--- src/rtl/uer_pkg.sv ---
// Shared types and constants for the echo-pulse ranger.
// Used by uer_ctrl, uer_dp and the top level ultrasonic_echo_ranger.
package uer_pkg;

    // Echo width counter size and derived widths
    localparam int ECHO_COUNT_BITS = 16;
    localparam int DIV_CNT_W       = $clog2(ECHO_COUNT_BITS + 1);
    localparam int TICK_W          = 20;
    localparam int DIST_W          = 16;
    localparam int CFG_DATA_W      = 20;

    // Reset values of the configuration registers
    localparam logic [7:0]        TRIGGER_TICKS_RST = 8'd20;
    localparam logic [TICK_W-1:0] STARTUP_TICKS_RST = 20'd30000;
    localparam logic [TICK_W-1:0] POLL_TICKS_RST    = 20'd500000;
    localparam logic [7:0]        DIVISOR_RST       = 8'd58;

    // Configuration register indexes
    typedef enum logic [1:0] {
        REG_TRIGGER_TICKS = 2'd0,
        REG_STARTUP_TICKS = 2'd1,
        REG_POLL_TICKS    = 2'd2,
        REG_DIVISOR       = 2'd3
    } cfg_idx_t;

    // Measurement phase
    typedef enum logic [2:0] {
        PH_STARTUP,
        PH_TRIGGER,
        PH_WAIT,
        PH_MEASURE,
        PH_POLL
    } phase_t;

    // Controller sequencing state
    typedef enum logic [1:0] {
        ST_IDLE,
        ST_EXEC,
        ST_DIV,
        ST_FINISH
    } state_t;

    typedef enum logic [1:0] {
        TICK_HOLD,
        TICK_CLEAR,
        TICK_INC,
        TICK_ONE
    } tick_op_t;

    typedef enum logic [1:0] {
        WIDTH_HOLD,
        WIDTH_ONE,
        WIDTH_INC
    } width_op_t;

    // Configuration values as seen by the datapath
    typedef struct packed {
        logic [7:0]        trigger_ticks;
        logic [TICK_W-1:0] startup_ticks;
        logic [TICK_W-1:0] poll_ticks;
        logic [7:0]        divisor;
    } cfg_t;

    // Controller to datapath commands
    typedef struct packed {
        logic      latch_echo;
        tick_op_t  tick_op;
        width_op_t width_op;
        logic      div_start;
        logic      dist_load;
        logic      base_set;
    } cmd_t;

    // Datapath to controller status
    typedef struct packed {
        logic echo;
        logic startup_done;
        logic trig_first_done;
        logic trig_done;
        logic poll_done;
        logic div_done;
        logic baseline_taken;
        logic dist_differs;
    } sts_t;

endpackage

--- src/rtl/uer_dp.sv ---
// Datapath of the echo-pulse ranger: tick counter, echo width counter,
// restoring divider, stored distance. Depends on uer_pkg.
module uer_dp
    import uer_pkg::*;
(
    input  logic              clk,
    input  logic              rst_n,
    input  cfg_t              cfg,
    input  logic              echo_level,
    input  cmd_t              cmd,
    output sts_t              sts,
    output logic [DIST_W-1:0] last_distance
);

    localparam logic [ECHO_COUNT_BITS-1:0] ECHO_MAX = {ECHO_COUNT_BITS{1'b1}};

    logic                       echo_reg;
    logic [TICK_W-1:0]          tick_reg, tick_next;
    logic [ECHO_COUNT_BITS-1:0] width_reg, width_next;
    logic [DIST_W-1:0]          dist_reg;
    logic                       base_reg;

    logic                       div_busy_reg;
    logic [DIV_CNT_W-1:0]       div_cnt_reg;
    logic [ECHO_COUNT_BITS-1:0] quo_reg;
    logic [7:0]                 rem_reg;

    logic [8:0]                 shifted;
    logic                       q_bit;
    logic [8:0]                 rem_sub;
    logic [31:0]                quo_ext;
    logic [DIST_W-1:0]          dist_new;
    logic [TICK_W:0]            tick_plus1;

    // Echo sample of the accepted tick
    always_ff @(posedge clk or negedge rst_n)
    begin
        if (!rst_n)
            echo_reg <= 1'b0;
        else if (cmd.latch_echo)
            echo_reg <= echo_level;
    end

    // Tick and echo width counters
    always_comb
    begin
        case (cmd.tick_op)
            TICK_CLEAR: tick_next = '0;
            TICK_INC:   tick_next = tick_reg + 1'b1;
            TICK_ONE:   tick_next = TICK_W'(1);
            default:    tick_next = tick_reg;
        endcase
        case (cmd.width_op)
            WIDTH_ONE:  width_next = ECHO_COUNT_BITS'(1);
            WIDTH_INC:  width_next = (width_reg == ECHO_MAX) ? width_reg : width_reg + 1'b1;
            default:    width_next = width_reg;
        endcase
    end

    always_ff @(posedge clk or negedge rst_n)
    begin
        if (!rst_n)
        begin
            tick_reg  <= '0;
            width_reg <= '0;
            dist_reg  <= '0;
            base_reg  <= 1'b0;
        end
        else
        begin
            tick_reg  <= tick_next;
            width_reg <= width_next;
            if (cmd.dist_load)
                dist_reg <= dist_new;
            if (cmd.base_set)
                base_reg <= 1'b1;
        end
    end

    // Restoring divider, one quotient bit per cycle
    assign shifted = {rem_reg, quo_reg[ECHO_COUNT_BITS-1]};
    assign q_bit   = (shifted >= {1'b0, cfg.divisor});
    assign rem_sub = shifted - {1'b0, cfg.divisor};

    always_ff @(posedge clk or negedge rst_n)
    begin
        if (!rst_n)
        begin
            div_busy_reg <= 1'b0;
            div_cnt_reg  <= '0;
        end
        else if (cmd.div_start)
        begin
            div_busy_reg <= 1'b1;
            div_cnt_reg  <= DIV_CNT_W'(ECHO_COUNT_BITS);
        end
        else if (div_busy_reg)
        begin
            div_cnt_reg <= div_cnt_reg - 1'b1;
            if (div_cnt_reg == DIV_CNT_W'(1))
                div_busy_reg <= 1'b0;
        end
    end

    always_ff @(posedge clk)
    begin
        if (cmd.div_start)
        begin
            quo_reg <= width_reg;
            rem_reg <= '0;
        end
        else if (div_busy_reg)
        begin
            quo_reg <= {quo_reg[ECHO_COUNT_BITS-2:0], q_bit};
            rem_reg <= q_bit ? rem_sub[7:0] : shifted[7:0];
        end
    end

    // Quotient saturated to the distance width; zero divisor reads all ones
    assign quo_ext  = 32'(quo_reg);
    assign dist_new = ((cfg.divisor == 8'd0) || (quo_ext > 32'h0000_FFFF)) ?
                      {DIST_W{1'b1}} : quo_ext[DIST_W-1:0];

    assign tick_plus1 = {1'b0, tick_reg} + 1'b1;

    // Status back to the controller
    always_comb
    begin
        sts.echo            = echo_reg;
        sts.startup_done    = (tick_reg >= cfg.startup_ticks);
        sts.trig_first_done = (cfg.trigger_ticks <= 8'd1);
        sts.trig_done       = (tick_plus1 >= (TICK_W+1)'(cfg.trigger_ticks));
        sts.poll_done       = (tick_plus1 >= {1'b0, cfg.poll_ticks});
        sts.div_done        = !div_busy_reg;
        sts.baseline_taken  = base_reg;
        sts.dist_differs    = (dist_new != dist_reg);
    end

    assign last_distance = dist_reg;

endmodule

--- src/rtl/uer_ctrl.sv ---
// Controller of the echo-pulse ranger: sequences each tick transaction
// and holds the measurement phase. Depends on uer_pkg.
module uer_ctrl
    import uer_pkg::*;
(
    input  logic clk,
    input  logic rst_n,
    input  logic in_valid,
    output logic in_ready,
    input  logic out_free,
    input  sts_t sts,
    output cmd_t cmd,
    output logic out_load,
    output logic res_trig,
    output logic res_changed
);

    state_t state_reg, state_next;
    phase_t phase_reg, phase_next;
    logic   trig_reg, trig_next;
    logic   chg_reg, chg_next;

    always_ff @(posedge clk or negedge rst_n)
    begin
        if (!rst_n)
        begin
            state_reg <= ST_IDLE;
            phase_reg <= PH_STARTUP;
            trig_reg  <= 1'b0;
            chg_reg   <= 1'b0;
        end
        else
        begin
            state_reg <= state_next;
            phase_reg <= phase_next;
            trig_reg  <= trig_next;
            chg_reg   <= chg_next;
        end
    end

    // Next state, phase update and datapath commands
    always_comb
    begin
        state_next     = state_reg;
        phase_next     = phase_reg;
        trig_next      = trig_reg;
        chg_next       = chg_reg;
        cmd.latch_echo = 1'b0;
        cmd.tick_op    = TICK_HOLD;
        cmd.width_op   = WIDTH_HOLD;
        cmd.div_start  = 1'b0;
        cmd.dist_load  = 1'b0;
        cmd.base_set   = 1'b0;
        out_load       = 1'b0;
        in_ready       = 1'b0;

        case (state_reg)
            ST_IDLE:
            begin
                in_ready = 1'b1;
                if (in_valid)
                begin
                    cmd.latch_echo = 1'b1;
                    state_next     = ST_EXEC;
                end
            end

            ST_EXEC:
            begin
                trig_next  = 1'b0;
                chg_next   = 1'b0;
                state_next = ST_FINISH;
                case (phase_reg)
                    PH_STARTUP:
                    begin
                        // startup over: first trigger tick happens this tick
                        if (sts.startup_done)
                        begin
                            trig_next = 1'b1;
                            if (sts.trig_first_done)
                            begin
                                phase_next  = PH_WAIT;
                                cmd.tick_op = TICK_CLEAR;
                            end
                            else
                            begin
                                phase_next  = PH_TRIGGER;
                                cmd.tick_op = TICK_ONE;
                            end
                        end
                        else
                            cmd.tick_op = TICK_INC;
                    end
                    PH_TRIGGER:
                    begin
                        trig_next = 1'b1;
                        if (sts.trig_done)
                        begin
                            phase_next  = PH_WAIT;
                            cmd.tick_op = TICK_CLEAR;
                        end
                        else
                            cmd.tick_op = TICK_INC;
                    end
                    PH_WAIT:
                    begin
                        if (sts.echo)
                        begin
                            cmd.width_op = WIDTH_ONE;
                            phase_next   = PH_MEASURE;
                        end
                    end
                    PH_MEASURE:
                    begin
                        // falling echo: convert width to distance
                        if (sts.echo)
                            cmd.width_op = WIDTH_INC;
                        else
                        begin
                            cmd.div_start = 1'b1;
                            state_next    = ST_DIV;
                        end
                    end
                    PH_POLL:
                    begin
                        if (sts.poll_done)
                        begin
                            phase_next  = PH_TRIGGER;
                            cmd.tick_op = TICK_CLEAR;
                        end
                        else
                            cmd.tick_op = TICK_INC;
                    end
                    default:
                    begin
                        phase_next = PH_STARTUP;
                    end
                endcase
            end

            ST_DIV:
            begin
                if (sts.div_done)
                begin
                    cmd.tick_op   = TICK_CLEAR;
                    cmd.dist_load = 1'b1;
                    state_next    = ST_FINISH;
                    if (!sts.baseline_taken)
                    begin
                        cmd.base_set = 1'b1;
                        phase_next   = PH_TRIGGER;
                    end
                    else
                    begin
                        chg_next   = sts.dist_differs;
                        phase_next = PH_POLL;
                    end
                end
            end

            ST_FINISH:
            begin
                if (out_free)
                begin
                    out_load   = 1'b1;
                    state_next = ST_IDLE;
                end
            end

            default:
            begin
                state_next = ST_IDLE;
            end
        endcase
    end

    assign res_trig    = trig_reg;
    assign res_changed = chg_reg;

endmodule

--- src/rtl/ultrasonic_echo_ranger.sv ---
// Echo-pulse range finder. Each input transaction is one microsecond tick
// carrying the sampled echo level; each tick yields exactly one output
// transaction with the trigger level, the stored distance and a change flag.
// A tick passes through the controller states EXEC and FINISH on its way to
// the result register; the tick on which the echo falls also passes through
// DIV, where the restoring divider produces one quotient bit per cycle.
// The result sits in an output register; the next tick is accepted while it
// waits, and that tick's result waits for the register to free up.
// Configuration writes are always accepted and are meant for idle times.
// Top level; depends on uer_pkg, uer_ctrl and uer_dp.
module ultrasonic_echo_ranger
    import uer_pkg::*;
(
    input  logic                  clk,
    input  logic                  rst_n,
    input  logic                  in_valid,
    output logic                  in_ready,
    input  logic                  echo_level,
    output logic                  out_valid,
    input  logic                  out_ready,
    output logic                  trigger_level,
    output logic [DIST_W-1:0]     distance_cm,
    output logic                  changed,
    input  logic                  cfg_valid,
    output logic                  cfg_ready,
    input  logic [1:0]            cfg_index,
    input  logic [CFG_DATA_W-1:0] cfg_data
);

    cfg_t              cfg_reg;
    cmd_t              cmd;
    sts_t              sts;
    logic              out_free;
    logic              out_load;
    logic              res_trig;
    logic              res_changed;
    logic [DIST_W-1:0] last_distance;

    logic              out_valid_reg;
    logic              trig_out_reg;
    logic              chg_out_reg;
    logic [DIST_W-1:0] dist_out_reg;

    // Configuration registers
    assign cfg_ready = 1'b1;

    always_ff @(posedge clk or negedge rst_n)
    begin
        if (!rst_n)
        begin
            cfg_reg.trigger_ticks <= TRIGGER_TICKS_RST;
            cfg_reg.startup_ticks <= STARTUP_TICKS_RST;
            cfg_reg.poll_ticks    <= POLL_TICKS_RST;
            cfg_reg.divisor       <= DIVISOR_RST;
        end
        else if (cfg_valid)
        begin
            case (cfg_idx_t'(cfg_index))
                REG_TRIGGER_TICKS: cfg_reg.trigger_ticks <= cfg_data[7:0];
                REG_STARTUP_TICKS: cfg_reg.startup_ticks <= cfg_data;
                REG_POLL_TICKS:    cfg_reg.poll_ticks    <= cfg_data;
                REG_DIVISOR:       cfg_reg.divisor       <= cfg_data[7:0];
                default: ;
            endcase
        end
    end

    uer_ctrl u_ctrl (
        .clk         (clk),
        .rst_n       (rst_n),
        .in_valid    (in_valid),
        .in_ready    (in_ready),
        .out_free    (out_free),
        .sts         (sts),
        .cmd         (cmd),
        .out_load    (out_load),
        .res_trig    (res_trig),
        .res_changed (res_changed)
    );

    uer_dp u_dp (
        .clk           (clk),
        .rst_n         (rst_n),
        .cfg           (cfg_reg),
        .echo_level    (echo_level),
        .cmd           (cmd),
        .sts           (sts),
        .last_distance (last_distance)
    );

    // Output register
    assign out_free = !out_valid_reg || out_ready;

    always_ff @(posedge clk or negedge rst_n)
    begin
        if (!rst_n)
            out_valid_reg <= 1'b0;
        else if (out_load)
            out_valid_reg <= 1'b1;
        else if (out_ready)
            out_valid_reg <= 1'b0;
    end

    always_ff @(posedge clk)
    begin
        if (out_load)
        begin
            trig_out_reg <= res_trig;
            chg_out_reg  <= res_changed;
            dist_out_reg <= last_distance;
        end
    end

    assign out_valid     = out_valid_reg;
    assign trigger_level = trig_out_reg;
    assign changed       = chg_out_reg;
    assign distance_cm   = dist_out_reg;

endmodule
--- config.mk ---
export PLATFORM = sky130hd
export DESIGN_NAME = ultrasonic_echo_ranger
export DESIGN_NICKNAME = d
export VERILOG_FILES = /design/src/rtl/uer_pkg.sv /design/src/rtl/uer_dp.sv /design/src/rtl/uer_ctrl.sv /design/src/rtl/ultrasonic_echo_ranger.sv
export SDC_FILE = /design/constraint.sdc
export NUM_CORES = 1
export LEC_CHECK = 0
export BUFFER_PORTS_ARGS = -buffer_cell sky130_fd_sc_hd__buf_2
export CAP_MARGIN = 0
export CORE_MARGIN = 1
export CORE_UTILIZATION = 30
export DETAILED_ROUTE_END_ITERATION = 8
export HOLD_SLACK_MARGIN = 0.06
export PLACE_DENSITY = 0.53
export REMOVE_ABC_BUFFERS = 1
export SYNTH_ARGS = -nofsm -noshare
export SYNTH_HDL_FRONTEND = slang
export SYNTH_SLANG_ARGS = --single-unit
--- constraint.sdc ---
create_clock -name clk -period 5.96 [get_ports clk]
set_input_delay 1.49 -clock clk [delete_from_list [all_inputs] [get_ports clk]]
set_output_delay 1.49 -clock clk [all_outputs]
set_load 0.05 [all_outputs]
==> flow_metrics.py, run 1 <==
metrics = {
    "global_route": {
        "overflow": 0,
        "grt_max_degree": 70,
        "antenna_found_initial": 0,
        "grt_pass1_vias": 6950,
        "grtUsageTotal": 0.144,
        "grt_pass1_wl_um": 36000,
    },
    "clock_network": {
        "cts_resized": 0,
        "cts_max_level": 4,
        "cts_tree": "built",
        "cts.clk_slew.worst_paths_ns": 0.08,
        "worst_skew_pair.late_latency_ns": 0.45,
        "cts_buffer_depth": 2,
        "numClockSinks": 166,
        "cts_buffers": 17,
        "post_cts_buffers": 0,
        "cts_root_buf": "clkbuf_16",
        "hold_buffers": 0,
    },
    "cells_and_area": {
        "most-common-layout-cells": "104 x nand2_1, 104 x dfrtp_1, 90 x nor2_1",
        "largest_reg_flops": 56,
        "nNetsFinal": 1076,
        "drive_above_1_share": 0.187,
        "final_core_util": 0.347,
        "area_growth_pct": 13.9,
        "layout.cells.non_filler": 1396,
        "diodes": 0,
        "n_fill_cell": 3137,
        "final_area_um2": 10700,
    },
    "synth": {
        "seq_area_frac_synth": 0.461,
        "async_flop_share": 0.747,
        "synth_area_leaders": "dfrtp_1 28%, edfxtp_1 11%, ha_1 8.0%",
        "synth_seq_cells": 166,
        "synth_area_um2": 9360,
        "ys.flop_type": "dfrtp_1",
        "synth.top_cell.area_share": 0.278,
        "avgSynthCellArea_um2": 9.83,
        "yosys.area.top_type": "dfrtp_1",
        "syn_inst": 952,
        "ys_warn_count": 0,
        "synth_edf_count": 34,
        "synth_cell_types": 70,
    },
    "power": {
        "seqPwrFrac": 0.397,
        "p_comb_frac": 0.341,
        "p_int_mw": 2.71,
        "peakVddDrop_mv": 0.169,
        "p_per_area_nw_per_um2": 421,
        "p_leak_nw": 4.64,
        "swShare": 0.397,
        "total_power_mw": 4.49,
        "p_switching_mw": 1.78,
        "p_clk_frac": 0.262,
    },
    "timing": {
        "fin_crit_ns": 4.37,
        "max_freq_mhz": 229,
        "rsz0062_at_grt": "false",
        "worstMarginPinSlew_ns": 0.959,
        "setup_viol": 0,
        "hold_ws_ns": 0.496,
        "worst_slack_ns": 1.59,
        "maxSlewViolCount": 0,
        "slew_headroom": 0.360,
        "period_share": 0.733,
        "finalClockSkew_ns": 0.0166,
        "final_hold_viol_count": 0,
        "finalSetupTns_ns": 0,
    },
    "drt": {
        "route.detailed.drc": 0,
        "drt_iter0_markers": 404,
        "drt_wl_total_um": 21600,
        "ant_nets": 0,
        "first_pass_iters": 5,
        "num_vias": 6980,
        "routedWlPerCell_um": 15.5,
        "vias_per_cell": 5.00,
    },
    "critical_path": {
        "crit_family": "simple AND/OR/NAND/NOR gates",
        "path_cells": "ha_1, nand3_1, or4_1, nor2_1, xor2_1, ha_1, inv_1, o31a_1, and2_1, o31ai_2, nand3_2, nand2_2, o21bai_1, a21o_1",
        "critical_path_class": "register to register",
        "slowest_stage": "or4_1",
        "crit_required_ns": 6.30,
        "cpMostUsedCell": "ha_1",
        "r2r_setup_slack_ns": 1.59,
        "slowest_delay_ns": 0.67,
        "crit_buf_inv": 1,
        "cp.arrival_ns": 4.71,
        "cp_max_fo": 16,
        "startpoint_type": "register",
        "endpoint_kind": "register",
    },
    "die": {
        "die_h_um": 179,
        "ios": 49,
        "dieArea_um2": 31900,
        "core_um2": 30700,
        "initial_core_util": 0.305,
        "fp-row-count": 64,
        "die_w_um": 179,
    },
    "min_path": {
        "hp-class": "register to register",
    },
    "placed_design": {
        "dp_hpwl_um": 15400,
        "postPlaceCellArea_um2": 10000,
        "gp_congestion": 0.805,
        "dp_cells": 1364,
        "place_ws_ns": 1.63,
        "portBuffers": 47,
    },
    "job": {
        "maxCapViolCount": 0,
    },
    "run_status": {
        "run_status": "completed",
    },
}
-- area by class of cell --
cell class	instances	area (um^2)	area share
Inverter	70	263	0.0247
Tap cell	396	495	0.0465
Multi-Input combinational cell	675	4630	0.435
Clock inverter	15	215	0.0202
Timing Repair Buffer	57	313	0.0294
Clock buffer	17	425	0.0399
Sequential cell	166	4310	0.405
-- worst paths after layout --
path,startpoint,to,cells past startpoint
setup / recovery,u_dp.tick_reg[0]$_DFFE_PN0P_,u_dp.tick_reg[15]$_DFFE_PN0P_,14
setup reg to reg,u_dp.tick_reg[0]$_DFFE_PN0P_,u_dp.tick_reg[15]$_DFFE_PN0P_,14
hold reg to reg,u_ctrl.res_changed$_DFFE_PN0P_,changed$_DFFE_PP_,0
max in group asynchronous,rst_n,cfg_reg[25]$_DFFE_PN1P_,2
min in group asynchronous,rst_n,u_dp.echo_reg$_DFFE_PN0P_,1
hold / removal,u_ctrl.res_changed$_DFFE_PN0P_,changed$_DFFE_PP_,0
-- synth_stat cells, drive strengths merged, types with 7 or more instances --
cell type and instances:
nand2 105, dfrtp 104, nor2 91, inv 70, ha 60, mux2 56
a21oi 47, o21ai 43, edfxtp 34, clkbuf 30, xnor2 23, nand3 22
nand4 22, dfstp 20, xor2 17, nor3 16, nor4 15, a21o 11
and3 11, buf 11, a32o 9, nor2b 9, o31ai 9, a211oi 8
dfxtp 8, a21boi 7, and2 7, nor3b 7, o21bai 7, or3 7
-- cell families after synthesis --
logic type,Yosys count,share of synthesized area
simple gates,330,0.172
xor+xnor,40,0.0374
compound gates,185,0.131
buf+inv,111,0.0467
other cells,1,0.000401
flops,166,0.461
mux,58,0.0695
fa+ha+maj,61,0.0824
-- worst reg2reg max path, delay by kind of cell (launching register included) --
family | cells | cell delay (ns)
buffers and inverters | 1 | 0.04
and+or+nand+nor | 6 | 2.03
AOI/OAI and AO/OA | 4 | 0.87
adders and majority gates | 2 | 0.50
DFF | 1 | 0.51
xor gates and xnor gates | 1 | 0.34
-- power groups by stage --
stage / sequential [mW] / combinational [mW] / clock [mW]
after floorplan: 1.86 / 1.04 / 0
after global placement: 1.79 / 1.51 / 0
after detailed placement: 1.80 / 1.54 / 0
after CTS: 1.78 / 1.55 / 1.21
after global routing: 1.83 / 1.73 / 1.25
final: 1.78 / 1.53 / 1.17
-- layer usage --
metal | part of all wire | GRT usage | vias to the layer above
met5 | 0 | 0 | -
met4 | 0.018 | 0.0434 | 0
met3 | 0.030 | 0.0271 | 34
met2 | 0.48 | 0.242 | 110
met1 | 0.47 | 0.186 | 3376
li1 | - | - | 3460
Power figures use the tool's default switching activity.
==> inputs of run 2 (changes only) <==
- ABC_AREA: unset -> 1
- clock period: 5.96 -> 4.12 ns (I/O delays scaled with it)
==> run 2 against run 1 <==
Against the previous run:
- clock power increased by 41%
- via count grew 11%
- total power up 39%
- wire length is 6.7% higher
- count of clock-buffer cells in the layout grew 2
- final area up 1.4%
- synthesized cell count is 26% higher
- clock skew grew 0.00085 ns
- worst setup slack worse by 1.2 ns
- critical path type unchanged
==> flow_metrics.py, run 2 <==
metrics = {
    "synth": {
        "synth_seq_cells": 166,
        "yosys.area.top_type": "dfrtp_1",
        "synth_common_cells": "291 x nand2_1, 189 x inv_1, 128 x o21ai_0",
        "ys.flop_type": "dfrtp_1",
        "syn_inst": 1201,
        "synth_cell_types": 48,
        "async_flop_share": 0.747,
        "avgSynthCellArea_um2": 7.93,
        "yosys.cell_count.top_type": "nand2_1",
        "synth_edf_count": 34,
        "synth.top_cell.area_share": 0.273,
        "synth_area_leaders": "dfrtp_1 27%, nand2_1 11%, edfxtp_1 11%",
        "ys_warn_count": 0,
        "seq_area_frac_synth": 0.452,
        "synth_area_um2": 9530,
    },
    "cells_and_area": {
        "seq_area_um2": 4310,
        "area_growth_pct": 13.4,
        "diodes": 0,
        "drive_above_1_share": 0.102,
        "final_core_util": 0.349,
        "final_common_cell": "nand2_1",
        "multi_input_area_um2": 4380,
        "largest_reg_flops": 56,
        "nNetsFinal": 1334,
        "n_fill_cell": 3252,
        "most-common-layout-cells": "291 x nand2_1, 189 x inv_1, 128 x o21ai_0",
    },
    "clock_network": {
        "worst_skew_pair.late_latency_ns": 0.45,
        "cts_tree": "built",
        "cts.clk_slew.worst_paths_ns": 0.08,
        "cts_max_level": 4,
        "cts_resized": 0,
        "post_cts_buffers": 0,
        "numClockSinks": 166,
        "hold_buffers": 0,
        "cts_root_buf": "clkbuf_16",
        "cts_buffer_depth": 2,
        "cts_buffers": 17,
    },
    "critical_path": {
        "crit_required_ns": 4.49,
        "slowest_stage": "inv_1",
        "critical_path_class": "register to register",
        "cpMostUsedCell": "nand2_1",
        "startpoint_type": "register",
        "cp_max_fo": 20,
        "slowest_delay_ns": 0.57,
        "path_cells": "ha_1, nand2_2, inv_1, nand2_1, nor2_2, nand2_1, nor2_2, xor2_1, ha_1, nand4_1, nor3_1, nand2_1, nor2_1, nand3_1, nand2_1, nand2_1, nand4_1, a21oi_2, inv_1, nand3_1, nand2_1",
        "cp.arrival_ns": 4.09,
        "endpoint_kind": "register",
    },
    "drt": {
        "vias_per_cell": 4.69,
        "route.detailed.drc": 0,
        "drt_wl_total_um": 23000,
        "num_vias": 7761,
        "ant_nets": 0,
        "routedWlPerCell_um": 13.9,
        "drt_iter0_markers": 494,
        "first_pass_iters": 7,
    },
    "die": {
        "core_um2": 30900,
        "fp-row-count": 64,
        "dieArea_um2": 32500,
        "die_w_um": 180,
        "ios": 49,
        "initial_core_util": 0.308,
        "die_h_um": 180,
    },
    "power": {
        "peakVddDrop_mv": 0.314,
        "p_leak_nw": 5.20,
        "p_per_area_nw_per_um2": 577,
    },
    "timing": {
        "finalClockSkew_ns": 0.0175,
        "worst_slack_ns": 0.403,
        "max_freq_mhz": 269,
        "finalSetupTns_ns": 0,
        "period_share": 0.902,
        "final_hold_viol_count": 0,
        "worstMarginPinSlew_ns": 1.02,
        "rsz0062_at_grt": "false",
        "maxSlewViolCount": 0,
        "fin_crit_ns": 3.72,
        "setup_viol": 0,
        "slew_headroom": 0.323,
    },
    "min_path": {
        "hp-class": "register to register",
    },
    "job": {
        "maxCapViolCount": 0,
    },
    "global_route": {
        "grtUsageTotal": 0.149,
        "overflow": 0,
        "grt_pass1_wl_um": 38600,
        "antenna_found_initial": 0,
        "grt_max_degree": 125,
        "grt_pass1_vias": 7423,
    },
    "placed_design": {
        "gp_congestion": 0.889,
        "portBuffers": 47,
        "place_ws_ns": 0.323,
        "dp_hpwl_um": 16700,
    },
    "run_status": {
        "run_status": "completed",
    },
}
[run 2: cell types whose count changed after synthesis, moves of 10 or more]
cell      previous run  this run
clkbuf_1            30        18
nand2_1            104       291
a21o_1              11         1
nor2_1              91        81
nand3_1             20        85
and3_1              11         1
o21ai_0             42       128
inv_1               70       189
xnor2_1             23         7
mux2_2              56         0
a21oi_1             47        37
[run 2: worst max-delay path, delay by kind of cell, from the launching register on]
family | cells | cell delay, ns
AND/OR/NAND/NOR | 15 | 1.61
buffers and inverters | 2 | 0.69
flip-flops | 1 | 0.46
adder cells (fa/ha/maj) | 2 | 0.46
XOR/XNOR | 1 | 0.32
AO/OA/AOI/OAI | 1 | 0.07
[run 2: cell families (layout without fill, tap and decap cells)]
kind of cell	count (synthesis)	after routing	synth area share
AO/OA/AOI/OAI	196	196	0.112
AND/OR/NAND/NOR	526	526	0.236
adder cells (fa/ha/maj)	61	61	0.0809
buffers and inverters	219	276	0.0893
flip-flops	166	166	0.452
XOR/XNOR	32	32	0.0294
other	1	1	0.000394
[run 2: cell type report]
type / instances / area share
Clock buffer: 19 / 0.0401
Clock inverter: 13 / 0.0153
Inverter: 190 / 0.0660
Multi-Input combinational cell: 816 / 0.406
Sequential cell: 166 / 0.399
Tap cell: 396 / 0.0459
Timing Repair Buffer: 54 / 0.0280
[run 2: power breakdown]
part	internal [mW]	switching, mW	total [mW]
Clock	0.916	0.733	1.65
Sequential	2.15	0.245	2.40
Combinational	0.673	1.51	2.18
Total	3.74	2.49	6.23
[run 2: per-stage QoR]
step	hold slack, ns	total power, mW	instance area, um^2	cells
2_1_floorplan	0.425	3.99	9390	1172
5_1_grt	0.450	6.71	10800	1654
3_3_place_gp	0.431	4.57	10200	1622
3_5_place_dp	0.432	4.59	10200	1622
4_1_cts	0.439	6.28	10800	1654
6_report	0.433	6.23	10800	1654
[run 2: final timing paths]
path	depth (start not counted)	from	end	slack, ns
min in group asynchronous	2	rst_n	cfg_reg[17]$_DFFE_PN0P_	0.71
max in group asynchronous	2	rst_n	u_dp.width_reg[12]$_DFFE_PN0P_	2.91
hold reg to reg	0	u_dp.last_distance[6]$_DFFE_PN0P_	distance_cm[6]$_DFFE_PP_	0.43
setup reg to reg	21	u_dp.tick_reg[0]$_DFFE_PN0P_	u_dp.tick_reg[7]$_DFFE_PN0P_	0.40
hold / removal	0	u_dp.last_distance[6]$_DFFE_PN0P_	distance_cm[6]$_DFFE_PP_	0.43
setup / recovery	21	u_dp.tick_reg[0]$_DFFE_PN0P_	u_dp.tick_reg[7]$_DFFE_PN0P_	0.40
[run 2: per-layer routing]
metal | wire length, um | part of all wire | GRT usage | vias to the layer above
li1 | - | - | - | 3987
met1 | 12100 | 0.52 | 0.214 | 3612
met2 | 9800 | 0.43 | 0.223 | 137
met3 | 752 | 0.033 | 0.0275 | 25
met4 | 386 | 0.017 | 0.0496 | 0
met5 | 0 | 0 | 0 | -
